[src/design/scv_pkg.sv]
package scv_pkg;

    // fixed field widths
    localparam int TAP_COUNT_W = 7;
    localparam int STRIDE_W    = 8;
    localparam int TAP_IDX_W   = 6;
    localparam int VALUE_W     = 16;
    localparam int ACC_W       = 40;
    localparam int OUT_IDX_W   = 16;
    localparam int TAPS_W      = 8;
    localparam int CFG_IDX_W   = 1;
    localparam int CFG_DATA_W  = 8;
    localparam int S_TDATA_W   = 24;
    localparam int S_TUSER_W   = 2;
    localparam int M_TDATA_W   = 56;

    // command queue between front and back
    localparam int Q_DEPTH = 2;
    localparam int Q_AW    = 1;

    typedef enum logic [CFG_IDX_W-1:0] {
        CFG_TAP_COUNT = 1'b0,
        CFG_STRIDE    = 1'b1
    } t_cfg_idx;

    typedef enum logic {
        REQ_TAP    = 1'b0,
        REQ_SAMPLE = 1'b1
    } t_req;

    // one classified item for the back end
    typedef struct packed {
        logic                  is_tap;
        logic [TAP_IDX_W-1:0]  tap_index;
        logic [VALUE_W-1:0]    value;
        logic                  emit;
        logic [OUT_IDX_W-1:0]  out_index;
        logic [TAPS_W-1:0]     taps;
    } t_cmd;

endpackage

[src/design/scv_front.sv]
module scv_front #(
    parameter int MAX_TAPS = 64
) (
    input  logic                                i_clk,
    input  logic                                i_rst_n,
    input  logic                                i_cfg_valid,
    output logic                                o_cfg_ready,
    input  logic [scv_pkg::CFG_IDX_W-1:0]       i_cfg_index,
    input  logic [scv_pkg::CFG_DATA_W-1:0]      i_cfg_data,
    input  logic                                i_valid,
    output logic                                o_ready,
    input  logic [scv_pkg::S_TDATA_W-1:0]       i_tdata,
    input  logic [scv_pkg::S_TUSER_W-1:0]       i_tuser,
    output logic                                o_cmd_valid,
    output scv_pkg::t_cmd                       o_cmd,
    input  logic                                i_cmd_ready
);

    localparam int NW = $clog2(MAX_TAPS + 1);

    logic [scv_pkg::TAP_COUNT_W-1:0] r_tap_count;
    logic [scv_pkg::STRIDE_W-1:0]    r_stride;
    logic [NW-1:0]                   r_fill;
    logic [scv_pkg::STRIDE_W-1:0]    r_sdown;
    logic [scv_pkg::OUT_IDX_W-1:0]   r_ocnt;

    logic [NW-1:0]                   n_fill;
    logic [scv_pkg::STRIDE_W-1:0]    n_sdown;
    logic [scv_pkg::OUT_IDX_W-1:0]   n_ocnt;

    logic [NW-1:0]                   fc0;
    logic [scv_pkg::STRIDE_W-1:0]    sd0;
    logic [scv_pkg::OUT_IDX_W-1:0]   oc0;
    logic [scv_pkg::TAPS_W-1:0]      tc_ext;
    logic [scv_pkg::TAPS_W-1:0]      taps8;
    logic [NW-1:0]                   n_taps;
    logic                            is_sample;
    logic                            frame_start;
    logic                            emit;
    logic                            accept;

    assign o_cfg_ready = 1'b1;
    assign o_ready     = i_cmd_ready;
    assign o_cmd_valid = i_valid;
    assign accept      = i_valid & i_cmd_ready;

    assign is_sample   = (scv_pkg::t_req'(i_tuser[0]) == scv_pkg::REQ_SAMPLE);
    assign frame_start = i_tuser[1];

    // effective tap count: zero acts as one, clipped to the store depth
    assign tc_ext = scv_pkg::TAPS_W'(r_tap_count);
    always_comb begin
        if (tc_ext == '0) begin
            taps8 = scv_pkg::TAPS_W'(1);
        end else if (tc_ext > scv_pkg::TAPS_W'(MAX_TAPS)) begin
            taps8 = scv_pkg::TAPS_W'(MAX_TAPS);
        end else begin
            taps8 = tc_ext;
        end
    end
    assign n_taps = NW'(taps8);

    always_comb begin
        fc0     = frame_start ? '0 : r_fill;
        sd0     = frame_start ? '0 : r_sdown;
        oc0     = frame_start ? '0 : r_ocnt;
        emit    = 1'b0;
        n_fill  = fc0;
        n_sdown = sd0;
        if (fc0 < n_taps) begin
            n_fill = fc0 + NW'(1);
            if (n_fill == n_taps) begin
                emit    = 1'b1;
                n_sdown = r_stride;
            end
        end else begin
            n_sdown = sd0 - scv_pkg::STRIDE_W'(1);
            if (n_sdown == '0) begin
                emit    = 1'b1;
                n_sdown = r_stride;
            end
        end
        n_ocnt = emit ? oc0 + scv_pkg::OUT_IDX_W'(1) : oc0;
    end

    always_comb begin
        o_cmd.is_tap    = ~is_sample;
        o_cmd.tap_index = i_tdata[scv_pkg::TAP_IDX_W-1:0];
        o_cmd.value     = i_tdata[scv_pkg::TAP_IDX_W +: scv_pkg::VALUE_W];
        o_cmd.emit      = is_sample & emit;
        o_cmd.out_index = oc0;
        o_cmd.taps      = taps8;
    end

    always_ff @(posedge i_clk) begin
        if (!i_rst_n) begin
            r_tap_count <= scv_pkg::TAP_COUNT_W'(1);
            r_stride    <= scv_pkg::STRIDE_W'(1);
        end else if (i_cfg_valid) begin
            unique case (scv_pkg::t_cfg_idx'(i_cfg_index))
                scv_pkg::CFG_TAP_COUNT: r_tap_count <= i_cfg_data[scv_pkg::TAP_COUNT_W-1:0];
                scv_pkg::CFG_STRIDE:    r_stride    <= i_cfg_data[scv_pkg::STRIDE_W-1:0];
                default: ;
            endcase
        end
    end

    always_ff @(posedge i_clk) begin
        if (!i_rst_n) begin
            r_fill  <= '0;
            r_sdown <= '0;
            r_ocnt  <= '0;
        end else if (accept && is_sample) begin
            r_fill  <= n_fill;
            r_sdown <= n_sdown;
            r_ocnt  <= n_ocnt;
        end
    end

endmodule

[src/design/scv_queue.sv]
module scv_queue (
    input  logic          i_clk,
    input  logic          i_rst_n,
    input  logic          i_push,
    input  scv_pkg::t_cmd i_cmd,
    output logic          o_full,
    input  logic          i_pop,
    output logic          o_valid,
    output scv_pkg::t_cmd o_cmd
);

    localparam int CW = scv_pkg::Q_AW + 1;

    scv_pkg::t_cmd             r_mem [scv_pkg::Q_DEPTH];
    logic [scv_pkg::Q_AW-1:0]  r_wr;
    logic [scv_pkg::Q_AW-1:0]  r_rd;
    logic [CW-1:0]             r_cnt;
    logic                      do_push;
    logic                      do_pop;

    assign o_full  = (r_cnt == CW'(scv_pkg::Q_DEPTH));
    assign o_valid = (r_cnt != '0);
    assign o_cmd   = r_mem[r_rd];
    assign do_push = i_push & ~o_full;
    assign do_pop  = i_pop & o_valid;

    always_ff @(posedge i_clk) begin
        if (do_push) begin
            r_mem[r_wr] <= i_cmd;
        end
    end

    always_ff @(posedge i_clk) begin
        if (!i_rst_n) begin
            r_wr  <= '0;
            r_rd  <= '0;
            r_cnt <= '0;
        end else begin
            if (do_push) begin
                r_wr <= r_wr + scv_pkg::Q_AW'(1);
            end
            if (do_pop) begin
                r_rd <= r_rd + scv_pkg::Q_AW'(1);
            end
            if (do_push && !do_pop) begin
                r_cnt <= r_cnt + CW'(1);
            end else if (do_pop && !do_push) begin
                r_cnt <= r_cnt - CW'(1);
            end
        end
    end

endmodule

[src/design/scv_back.sv]
module scv_back #(
    parameter int MAX_TAPS    = 64,
    parameter int SAMPLE_BITS = 16
) (
    input  logic                               i_clk,
    input  logic                               i_rst_n,
    input  logic                               i_cmd_valid,
    input  scv_pkg::t_cmd                      i_cmd,
    output logic                               o_cmd_take,
    output logic                               o_valid,
    input  logic                               i_ready,
    output logic [scv_pkg::ACC_W-1:0]          o_value,
    output logic [scv_pkg::OUT_IDX_W-1:0]      o_index
);

    localparam int AW = $clog2(MAX_TAPS);
    localparam int PW = 2 * SAMPLE_BITS;
    localparam int EW = (PW > scv_pkg::ACC_W) ? PW : scv_pkg::ACC_W;
    localparam int SW = scv_pkg::TAPS_W + 1;

    typedef enum logic [1:0] {
        B_IDLE = 2'b01,
        B_MAC  = 2'b10
    } t_bstate;

    logic [SAMPLE_BITS-1:0] tap_mem [MAX_TAPS];
    logic [SAMPLE_BITS-1:0] win_mem [MAX_TAPS];

    t_bstate                        r_state;
    logic [AW-1:0]                  r_wp;
    logic [scv_pkg::TAPS_W-1:0]     r_k;
    logic [scv_pkg::TAPS_W-1:0]     r_taps;
    logic [AW-1:0]                  r_waddr;
    logic                           r_rd_v;
    logic                           r_rd_last;
    logic                           r_pv;
    logic                           r_plast;
    logic signed [SAMPLE_BITS-1:0]  r_tap_q;
    logic signed [SAMPLE_BITS-1:0]  r_win_q;
    logic signed [PW-1:0]           r_prod;
    logic [scv_pkg::ACC_W-1:0]      r_acc;
    logic [scv_pkg::OUT_IDX_W-1:0]  r_idx;
    logic                           r_out_valid;
    logic [scv_pkg::ACC_W-1:0]      r_out_value;
    logic [scv_pkg::OUT_IDX_W-1:0]  r_out_index;

    logic                           out_free;
    logic                           take;
    logic                           issue;
    logic                           issue_last;
    logic signed [31:0]             val32;
    logic [SAMPLE_BITS-1:0]         val_s;
    logic [AW-1:0]                  n_wp;
    logic [SW-1:0]                  wp_ext;
    logic [SW-1:0]                  tm1;
    logic [SW-1:0]                  base;
    logic [AW-1:0]                  n_start;
    logic [AW-1:0]                  n_waddr;
    logic signed [EW-1:0]           prod_ext;
    logic [scv_pkg::ACC_W-1:0]      acc_sum;
    logic                           fin;

    assign out_free   = ~r_out_valid | i_ready;
    assign take       = i_cmd_valid && (r_state == B_IDLE) && (!i_cmd.emit || out_free);
    assign o_cmd_take = take;

    assign val32 = 32'(signed'(i_cmd.value));
    assign val_s = val32[SAMPLE_BITS-1:0];

    // circular window: newest sample at r_wp
    assign n_wp   = (r_wp == AW'(MAX_TAPS - 1)) ? '0 : r_wp + AW'(1);
    assign wp_ext = SW'(n_wp);
    assign tm1    = SW'(i_cmd.taps) - SW'(1);
    assign base   = (wp_ext >= tm1) ? wp_ext : wp_ext + SW'(MAX_TAPS);
    assign n_start = AW'(base - tm1);
    assign n_waddr = (r_waddr == AW'(MAX_TAPS - 1)) ? '0 : r_waddr + AW'(1);

    assign issue      = (r_state == B_MAC) && (r_k < r_taps);
    assign issue_last = issue && (r_k == r_taps - scv_pkg::TAPS_W'(1));

    assign prod_ext = EW'(r_prod);
    assign acc_sum  = r_acc + prod_ext[scv_pkg::ACC_W-1:0];
    assign fin      = r_pv & r_plast;

    // store writes
    always_ff @(posedge i_clk) begin
        if (take && i_cmd.is_tap && (32'(i_cmd.tap_index) < MAX_TAPS)) begin
            tap_mem[AW'(i_cmd.tap_index)] <= val_s;
        end
        if (take && !i_cmd.is_tap) begin
            win_mem[n_wp] <= val_s;
        end
    end

    // registered reads
    always_ff @(posedge i_clk) begin
        r_tap_q <= tap_mem[r_k[AW-1:0]];
        r_win_q <= win_mem[r_waddr];
    end

    // multiply and accumulate stages
    always_ff @(posedge i_clk) begin
        r_prod <= r_tap_q * r_win_q;
        if (take && i_cmd.emit) begin
            r_acc <= '0;
        end else if (r_pv) begin
            r_acc <= acc_sum;
        end
    end

    always_ff @(posedge i_clk) begin
        if (take && !i_cmd.is_tap && i_cmd.emit) begin
            r_taps <= i_cmd.taps;
            r_idx  <= i_cmd.out_index;
        end
        if (fin) begin
            r_out_value <= acc_sum;
            r_out_index <= r_idx;
        end
    end

    always_ff @(posedge i_clk) begin
        if (!i_rst_n) begin
            r_state     <= B_IDLE;
            r_wp        <= '0;
            r_k         <= '0;
            r_waddr     <= '0;
            r_rd_v      <= 1'b0;
            r_rd_last   <= 1'b0;
            r_pv        <= 1'b0;
            r_plast     <= 1'b0;
            r_out_valid <= 1'b0;
        end else begin
            r_rd_v    <= issue;
            r_rd_last <= issue_last;
            r_pv      <= r_rd_v;
            r_plast   <= r_rd_last;
            unique case (r_state)
                B_IDLE: begin
                    if (take && !i_cmd.is_tap) begin
                        r_wp <= n_wp;
                        if (i_cmd.emit) begin
                            r_state <= B_MAC;
                            r_k     <= '0;
                            r_waddr <= n_start;
                        end
                    end
                end
                B_MAC: begin
                    if (issue) begin
                        r_k     <= r_k + scv_pkg::TAPS_W'(1);
                        r_waddr <= n_waddr;
                    end
                    if (fin) begin
                        r_state <= B_IDLE;
                    end
                end
                default: r_state <= B_IDLE;
            endcase
            if (fin) begin
                r_out_valid <= 1'b1;
            end else if (r_out_valid && i_ready) begin
                r_out_valid <= 1'b0;
            end
        end
    end

    assign o_valid = r_out_valid;
    assign o_value = r_out_value;
    assign o_index = r_out_index;

endmodule

[src/design/strided_conv1d_engine.sv]
// strided 1d correlation, valid mode, with a configurable stride
// input stream: each transaction is either a tap write (tuser[0] = 0) that
//   stores one q1.15 coefficient, or a sample push (tuser[0] = 1); tuser[1]
//   on a sample starts a new frame and clears the fill, stride and index state
// output stream: one transaction per finished window, carrying the 40-bit
//   dot product (q10.30) and its index within the frame
// config channel: index 0 sets tap_count, index 1 sets stride; always ready,
//   and only to be written while the engine is idle
// timing: the shared multiply-accumulate reads one tap from each store per cycle,
//   and the back end takes no new command until the current window's result
//   is in the output register; all other transactions are taken while it is idle,
//   and a two-entry command queue lets the input side run ahead of the accumulator
// reset: tap_count and stride return to 1, frame counters clear; the tap and
//   window stores keep whatever they held
// stall: the result sits in an output register; while it waits, tap writes
//   and non-emitting samples still drain, and the next emitting sample waits
module strided_conv1d_engine #(
    parameter int MAX_TAPS    = 64,
    parameter int SAMPLE_BITS = 16
) (
    input  logic                               i_clk,
    input  logic                               i_rst_n,
    // configuration writes
    input  logic                               i_cfg_valid,
    output logic                               o_cfg_ready,
    input  logic [scv_pkg::CFG_IDX_W-1:0]      i_cfg_index,
    input  logic [scv_pkg::CFG_DATA_W-1:0]     i_cfg_data,
    // input stream
    input  logic                               i_s_axis_tvalid,
    output logic                               o_s_axis_tready,
    // [5:0] tap_index, [21:6] value, [23:22] zero
    input  logic [scv_pkg::S_TDATA_W-1:0]      i_s_axis_tdata,
    // [0] req_type, [1] frame_start
    input  logic [scv_pkg::S_TUSER_W-1:0]      i_s_axis_tuser,
    // output stream
    output logic                               o_m_axis_tvalid,
    input  logic                               i_m_axis_tready,
    // [39:0] out_value, [55:40] out_index
    output logic [scv_pkg::M_TDATA_W-1:0]      o_m_axis_tdata
);

    scv_pkg::t_cmd                  front_cmd;
    scv_pkg::t_cmd                  q_cmd;
    logic                           front_valid;
    logic                           q_full;
    logic                           q_valid;
    logic                           q_pop;
    logic [scv_pkg::ACC_W-1:0]      out_value;
    logic [scv_pkg::OUT_IDX_W-1:0]  out_index;

    // front end: register file, frame counters, emit decision
    scv_front #(
        .MAX_TAPS (MAX_TAPS)
    ) u_front (
        .i_clk       (i_clk),
        .i_rst_n     (i_rst_n),
        .i_cfg_valid (i_cfg_valid),
        .o_cfg_ready (o_cfg_ready),
        .i_cfg_index (i_cfg_index),
        .i_cfg_data  (i_cfg_data),
        .i_valid     (i_s_axis_tvalid),
        .o_ready     (o_s_axis_tready),
        .i_tdata     (i_s_axis_tdata),
        .i_tuser     (i_s_axis_tuser),
        .o_cmd_valid (front_valid),
        .o_cmd       (front_cmd),
        .i_cmd_ready (~q_full)
    );

    // decoupling queue
    scv_queue u_queue (
        .i_clk   (i_clk),
        .i_rst_n (i_rst_n),
        .i_push  (front_valid),
        .i_cmd   (front_cmd),
        .o_full  (q_full),
        .i_pop   (q_pop),
        .o_valid (q_valid),
        .o_cmd   (q_cmd)
    );

    // back end: tap and window stores, shared multiply-accumulate
    scv_back #(
        .MAX_TAPS    (MAX_TAPS),
        .SAMPLE_BITS (SAMPLE_BITS)
    ) u_back (
        .i_clk       (i_clk),
        .i_rst_n     (i_rst_n),
        .i_cmd_valid (q_valid),
        .i_cmd       (q_cmd),
        .o_cmd_take  (q_pop),
        .o_valid     (o_m_axis_tvalid),
        .i_ready     (i_m_axis_tready),
        .o_value     (out_value),
        .o_index     (out_index)
    );

    assign o_m_axis_tdata = {out_index, out_value};

endmodule
[config.mk]
export PLATFORM = sky130hd
export DESIGN_NAME = strided_conv1d_engine
export DESIGN_NICKNAME = d
export VERILOG_FILES = /design/src/design/scv_pkg.sv /design/src/design/scv_front.sv /design/src/design/scv_queue.sv /design/src/design/scv_back.sv /design/src/design/strided_conv1d_engine.sv
export SDC_FILE = /design/constraint.sdc
export NUM_CORES = 2
export LEC_CHECK = 0
export ABC_AREA = 1
export BUFFER_PORTS_ARGS = -buffer_cell sky130_fd_sc_hd__buf_2
export CELL_PAD_IN_SITES_DETAIL_PLACEMENT = 0
export CELL_PAD_IN_SITES_GLOBAL_PLACEMENT = 1
export CORE_AREA = 2 2 520 522
export CTS_BUF_LIST = sky130_fd_sc_hd__clkbuf_8 sky130_fd_sc_hd__clkbuf_16
export DETAILED_ROUTE_END_ITERATION = 16
export DIE_AREA = 0 0 522 524
export GPL_TIMING_DRIVEN = 0
export HOLD_SLACK_MARGIN = 0.15
export MAX_ROUTING_LAYER = met4
export PLACE_DENSITY = 0.65
export SYNTH_ARGS = -nofsm -noshare
export SYNTH_HDL_FRONTEND = slang
export SYNTH_SLANG_ARGS = --single-unit
[constraint.sdc]
create_clock -name i_clk -period 7.35 [get_ports i_clk]
set_clock_uncertainty 0.05 [all_clocks]
set_input_delay 0.735 -clock i_clk [delete_from_list [all_inputs] [get_ports i_clk]]
set_output_delay 0.735 -clock i_clk [all_outputs]
set_load 0.05 [all_outputs]
* Word level (Yosys, flattened, before mapping) *
Memories as Yosys holds them, arrays and structs flattened. A register that Yosys moved wholly into a read port is not among the register bits.
Cells that the tools add are included.

operators by class
  add/subtract/negate cells = 15
  mux-type cells = 40
  bitwise gates (word level) = 9
  $mul = 1
  shifts and indexed selects = 0
  reductions and logical operators = 28
  order comparisons = 4
  divide/modulo/power cells = 0
  equal/unequal tests = 11

operators with widths
  kind                   count
  $mux 8                 7
  $add 40x40->40         1
  $mux 6                 6
  $mul 16x16->32         1
  $mux 16                2
  $mux 7                 4
  $add 6x1->6 const B    3
  $add 16x1->16 const B  1
  $logic_not 8->1        2
  $pmux 8 s2             1
  $sub 8x1->8 const B    2
  $mux 1                 13
  $eq 6x6->1 const B     2
  $logic_and 1x1->1      12
  $pmux 6 s2             1
  $mux 2                 5
  $ge 6x9->1             1
  $sub 8x1->9 const B    1
  $add 8x1->8 const B    1
  $eq 8x8->1             1
  $lt 8x8->1             1
  $reduce_bool 2->1      4
  $add 7x1->7 const B    1
  $eq 7x7->1             1
  other kinds (19)       34

word-level totals
  output and inout bits = 59
  memories kept = 3
  latch bits = 0
  register bits after elaboration = 229
  ROM bits = 0
  memory bits (writable) = 2142

memories
  memory          depth  bits a word  rd ports  clocked after memory_dff  write ports  line             text
  u_back.tap_mem  64     16           1         1                         1            scv_back.sv:26   logic [SAMPLE_BITS-1:0] tap_mem [MAX_TAPS];
  u_back.win_mem  64     16           1         1                         1            scv_back.sv:27   logic [SAMPLE_BITS-1:0] win_mem [MAX_TAPS];
  u_queue.r_mem   2      47           1         1                         1            scv_queue.sv:14  scv_pkg::t_cmd r_mem [scv_pkg::Q_DEPTH];

* Depth between registers and ports, before layout *
  word-level depth = 8
  depth in mapped cells = 25
  depth with buffers taken out = 23

* Cells and area by module *
A second synthesis with hierarchy kept.

unflattened totals
  cells, all modules = 9469
  area, all modules = 108765.6 sq um

by module, submodules not included
  module                 instances  area an instance (sq um)  cells an instance  seq. area each (sq um)
  scv_back               1          101479.8                  8710               66523.8
  scv_queue              1          3787.4                    186                2982.9
  scv_front              1          3494.6                    572                920.9
  strided_conv1d_engine  1          3.8                       1                  0.0

* Least setup slack after synthesis *
OpenSTA, ideal clock, no wires.

  path type = register to register
  from = register u_back.r_win_q[3], read port of u_back.win_mem
  to = register u_back.r_prod[28]
  setup time = 123 ps
  path buffers = 2
  slack = 1664 ps
  period minus slack after synthesis = 5686 ps
  data arrival time = 5513 ps
  stages on the path, launching flop included = 22
  data required time = 7177 ps
  cell sequence = dfxtp_1 clkbuf_1 clkbuf_1 nand2_1 inv_1 fa_1 fa_1 fa_1 fa_1 fa_1 inv_1 fa_1 inv_1 ha_1 nand2_1 nor4_1 nand3b_1 nand3_1 nand2_1 nand2_1 a21oi_1 xor2_1

between the ends
  cells in the longest elaborated chain, start to end = 1

ends and longest elaborated chain
  element               line             text
  start, declared       scv_back.sv:39   logic signed [SAMPLE_BITS-1:0] r_win_q;
  $mul 16x16->32        scv_back.sv:103  r_prod <= r_tap_q * r_win_q;
  end signal, assigned  scv_back.sv:103
  end, declared         scv_back.sv:40   logic signed [PW-1:0] r_prod;

No other way between the ends.
A chain may end at the register's enable or synchronous reset.

* Worst setup path after layout *
Ends and elaborated chain as after synthesis.

==> results.py <==
metrics = {
    "worst_setup_path": {
        "crit_arrival_ns": 7.58,
        "path_class": "flip-flop to flip-flop",
        "cp_max_fo": 10,
        "end_kind": "flip-flop",
        "cpPeakStageDelay_ns": 0.85,
        "start_kind": "flip-flop",
        "cpMostUsedCell": "fa_1",
        "crit_chain": "clkbuf_1 > clkbuf_1 > nand2_1 > inv_1 > fa_1 > fa_1 > fa_1 > fa_1 > fa_1 > inv_1 > fa_1 > inv_1 > ha_1 > nand2_1 > nor4_1 > nand3b_1 > nand3_1 > nand2_1 > nand2_1 > a21oi_1 > xor2_1",
        "cp_data_required_time_ns": 8.04,
        "slowest_stage": "fa_1",
    },
    "floorplan": {
        "die_x_um": 522,
        "ios": 99,
        "core_area_um2": 267000,
        "dieArea_um2": 274000,
        "start_util_pct": 39.9,
        "rows": 190,
        "die_h_um": 524,
    },
    "final_layout": {
        "syn2layout_area_growth_pct": 16.3,
        "fill_cells": 24200,
        "nNetsFinal": 10000,
        "drive_gt1_share_pct": 9.20,
    },
    "synth": {
        "synth-edff-count": 2221,
        "synth_simple_gate_area_share_pct": 10.7,
        "synthMuxAreaShare_pct": 0.0188,
        "synth_cell_types": 58,
        "syn_avg_cell_area_um2": 11.8,
        "synth_top_family_by_area": "compound AO/OA/AOI/OAI gates",
        "synthAdderAreaFrac_pct": 6.71,
        "yosys_register_bits": 2403,
        "yosysSeqAreaShare_pct": 65.9,
        "synth_top_area_share_pct": 62.5,
        "synth_top_cell_by_area": "edfxtp_1",
        "synth_xor_area_share_pct": 0.854,
        "syn-instance-count": 9014,
        "synth_nets": 9468,
        "synthArstFlopShare_pct": 0,
        "synth_compound_area_share_pct": 11.2,
        "ys_warn_count": 0,
        "netlist_top_cells_area": "edfxtp_1 (63%), o21ai_0 (5.4%), fa_1 (5.0%), nor2_1 (4.8%), nand2_1 (3.5%)",
        "syn_area_um2": 107000,
        "synth-main-ff-cell": "edfxtp_1",
    },
    "timing": {
        "rsz0062_at_grt": "no",
        "max_freq_mhz": 145,
        "worst_slew_pin_slew_ns": 1.54,
        "setup_violations": 0,
        "period_share_pct": 93.7,
        "tns_ns": 0,
        "hold_violations": 0,
        "slew_violations": 11,
        "fin_crit_ns": 6.89,
        "slew-limit-headroom_pct": -2.68,
        "layout_setup_ws_ns": 0.464,
    },
    "clock_tree": {
        "h-tree-depth": 5,
        "clock_path_buffers": 4,
        "tritoncts": "done",
        "clockRootBuffer": "clkbuf_16",
        "cts_resized": 0,
        "cts.sinks": 2403,
        "path_clk_slew_ns": 0.05,
        "numCtsBuffers": 267,
        "clock_latency_ns": 0.92,
    },
    "drt": {
        "drt-pass1-iter-count": 8,
        "drtIter0Drc": 10800,
        "drc": 0,
        "avgViaCountPerCell": 5.77,
        "drt_wl_total_um": 380000,
        "vias": 76900,
        "wl_per_cell_um": 28.5,
        "ant_nets": 0,
    },
    "place": {
        "place_ws_ns": 0.379,
        "io_buffers": 94,
        "dp_hpwl_um": 268000,
        "place_congestion": 0.938,
    },
    "global_routing": {
        "gr-total-overflow": 0,
        "antenna_found_initial": 21,
        "grt_max_degree": 77,
        "grt_usage_pct": 28.0,
        "grt_pass1_wl_um": 537000,
        "grt_pass1_vias": 73700,
    },
    "run_status": {
        "violations": "capacitance limit, slew limit",
        "status": "finished with violations",
    },
    "min_path": {
        "hold_path.class": "primary input to flip-flop",
    },
    "job": {
        "drv_cap": 3,
    },
}
cell usage after synthesis, drive strengths merged (2+ instances only):
| cell | instances |
|---|---|
| a21boi | 4 |
| edfxtp | 2221 |
| a32o | 11 |
| inv | 697 |
| o311ai | 10 |
| a21o | 13 |
| mux2i | 2 |
| o21bai | 39 |
| o21a | 5 |
| nand3b | 6 |
| nor3 | 30 |
| a211oi | 6 |
| clkbuf | 437 |
| and3 | 4 |
| clkinv | 8 |
| nor2 | 1368 |
| ha | 150 |
| dfxtp | 182 |
| nand3 | 339 |
| o211ai | 74 |
| fa | 264 |
| o21ai | 1155 |
| a31o | 2 |
| nor4 | 8 |
| buf | 99 |
| or2 | 15 |
| nand2 | 996 |
| o221ai | 275 |
| xnor2 | 35 |
| o22ai | 220 |
| a21oi | 177 |
| nand4 | 61 |
| a31oi | 24 |
| xor2 | 69 |
what timing repair did:
item | CTS | global route
setup endpoints to repair | 0 | 0
buffers inserted | 0 | 0
endpoints found under the hold margin | 60 | 0
hold buffers | 32 | 0
cells by family (layout without fill, tap and decap cells):
group,Yosys count,after routing
xor+xnor,104,104
fa+ha+maj,414,414
compound gates,2020,2020
mux,2,2
buf+inv,1241,1986
flops,2403,2403
other cells,1,17
simple gates,2829,2829
stage by stage:
step                      instance area, um2  hold WS, ns  util (%)  std cells
after floorplan                       107000        0.340         -       9014
after global placement                112000        0.356      41.7      12700
after detailed placement              115000        0.356      43.0      12800
after CTS                             124000        0.153      46.4      13300
after global routing                  124000        0.194      46.4      13300
final                                 124000        0.212      46.4      13300
registers in the layout, indices dropped and copies added, names as in the netlist, 16 cells and up, named ones only:
register / flops
u_queue.r_mem: 94
u_front.r_ocnt: 16
u_back.r_acc: 40
u_back.r_tap_q: 16
u_back.r_prod: 32
u_back.o_value: 40
u_back.win_mem: 1024
u_back.r_win_q: 16
u_back.tap_mem: 1024
u_back.o_index: 16
u_back.r_idx: 16
metal layers:
metal / share of wire [%] / track usage [%] / up-vias
met5: 0 / - / -
met4: 4.0 / 10.1 / 0
met3: 10 / 5.49 / 780
met2: 45 / 42.1 / 4245
met1: 41 / 37.9 / 38600
li1: - / - / 33200
cell type report:
type	instances	area (um2)	share of cell area, %
sequential	2403	70300	56.7
multi-input combinational	5370	32000	25.8
clock buffer	280	6940	5.59
tap	3552	4440	3.58
timing repair buffer	277	3790	3.05
inverter	705	2650	2.13
buffer	536	2180	1.76
clock inverter	188	1720	1.39
antenna	16	40.0	0.0323
placed cells by master (no fill, tap or decap), drive strengths merged, types with 2 or more instances in the layout:
cell type	instances
o21bai	39
mux2i	2
clkbuf	717
nor3	30
and3	4
nor4	8
a211oi	6
nand4	61
diode	16
xor2	69
dfxtp	182
o211ai	74
o311ai	10
a21boi	4
dlygate4sd3	32
a31o	2
fa	264
xnor2	35
clkinvlp	8
inv	763
or2	15
ha	150
o221ai	275
a31oi	24
a32o	11
o21ai	1155
buf	344
a21o	13
edfxtp	2221
nand2	996
bufinv	24
a21oi	177
o22ai	220
nand3b	6
clkinv	98
o21a	5
nand3	339
nor2	1368
worst max-delay path, delay by kind of cell, from the launching register on:
kind                       cells  cell delay, ns
AOI/OAI and AO/OA              1            0.08
xor gates and xnor gates       1            0.14
adders and majority gates      7            3.76
buffers and inverters          5            1.20
DFF                            1            0.30
and+or+nand+nor                7            1.24
path summary, 6_finish.rpt:
path	cells after the start	startpoint	slack, ns	end
worst max-delay path	21	u_back.r_win_q[3]	0.46	u_back.r_prod[28]
worst min-delay path	2	i_s_axis_tuser[0]	0.21	u_queue.r_mem[1][46]
worst max register to register	21	u_back.r_win_q[3]	0.46	u_back.r_prod[28]
worst min register to register	0	u_back.r_idx[12]	0.37	u_back.o_index[12]
Power is not shown: default switching activity piles up to over one toggle a cycle in this logic, so the estimate is an artifact.
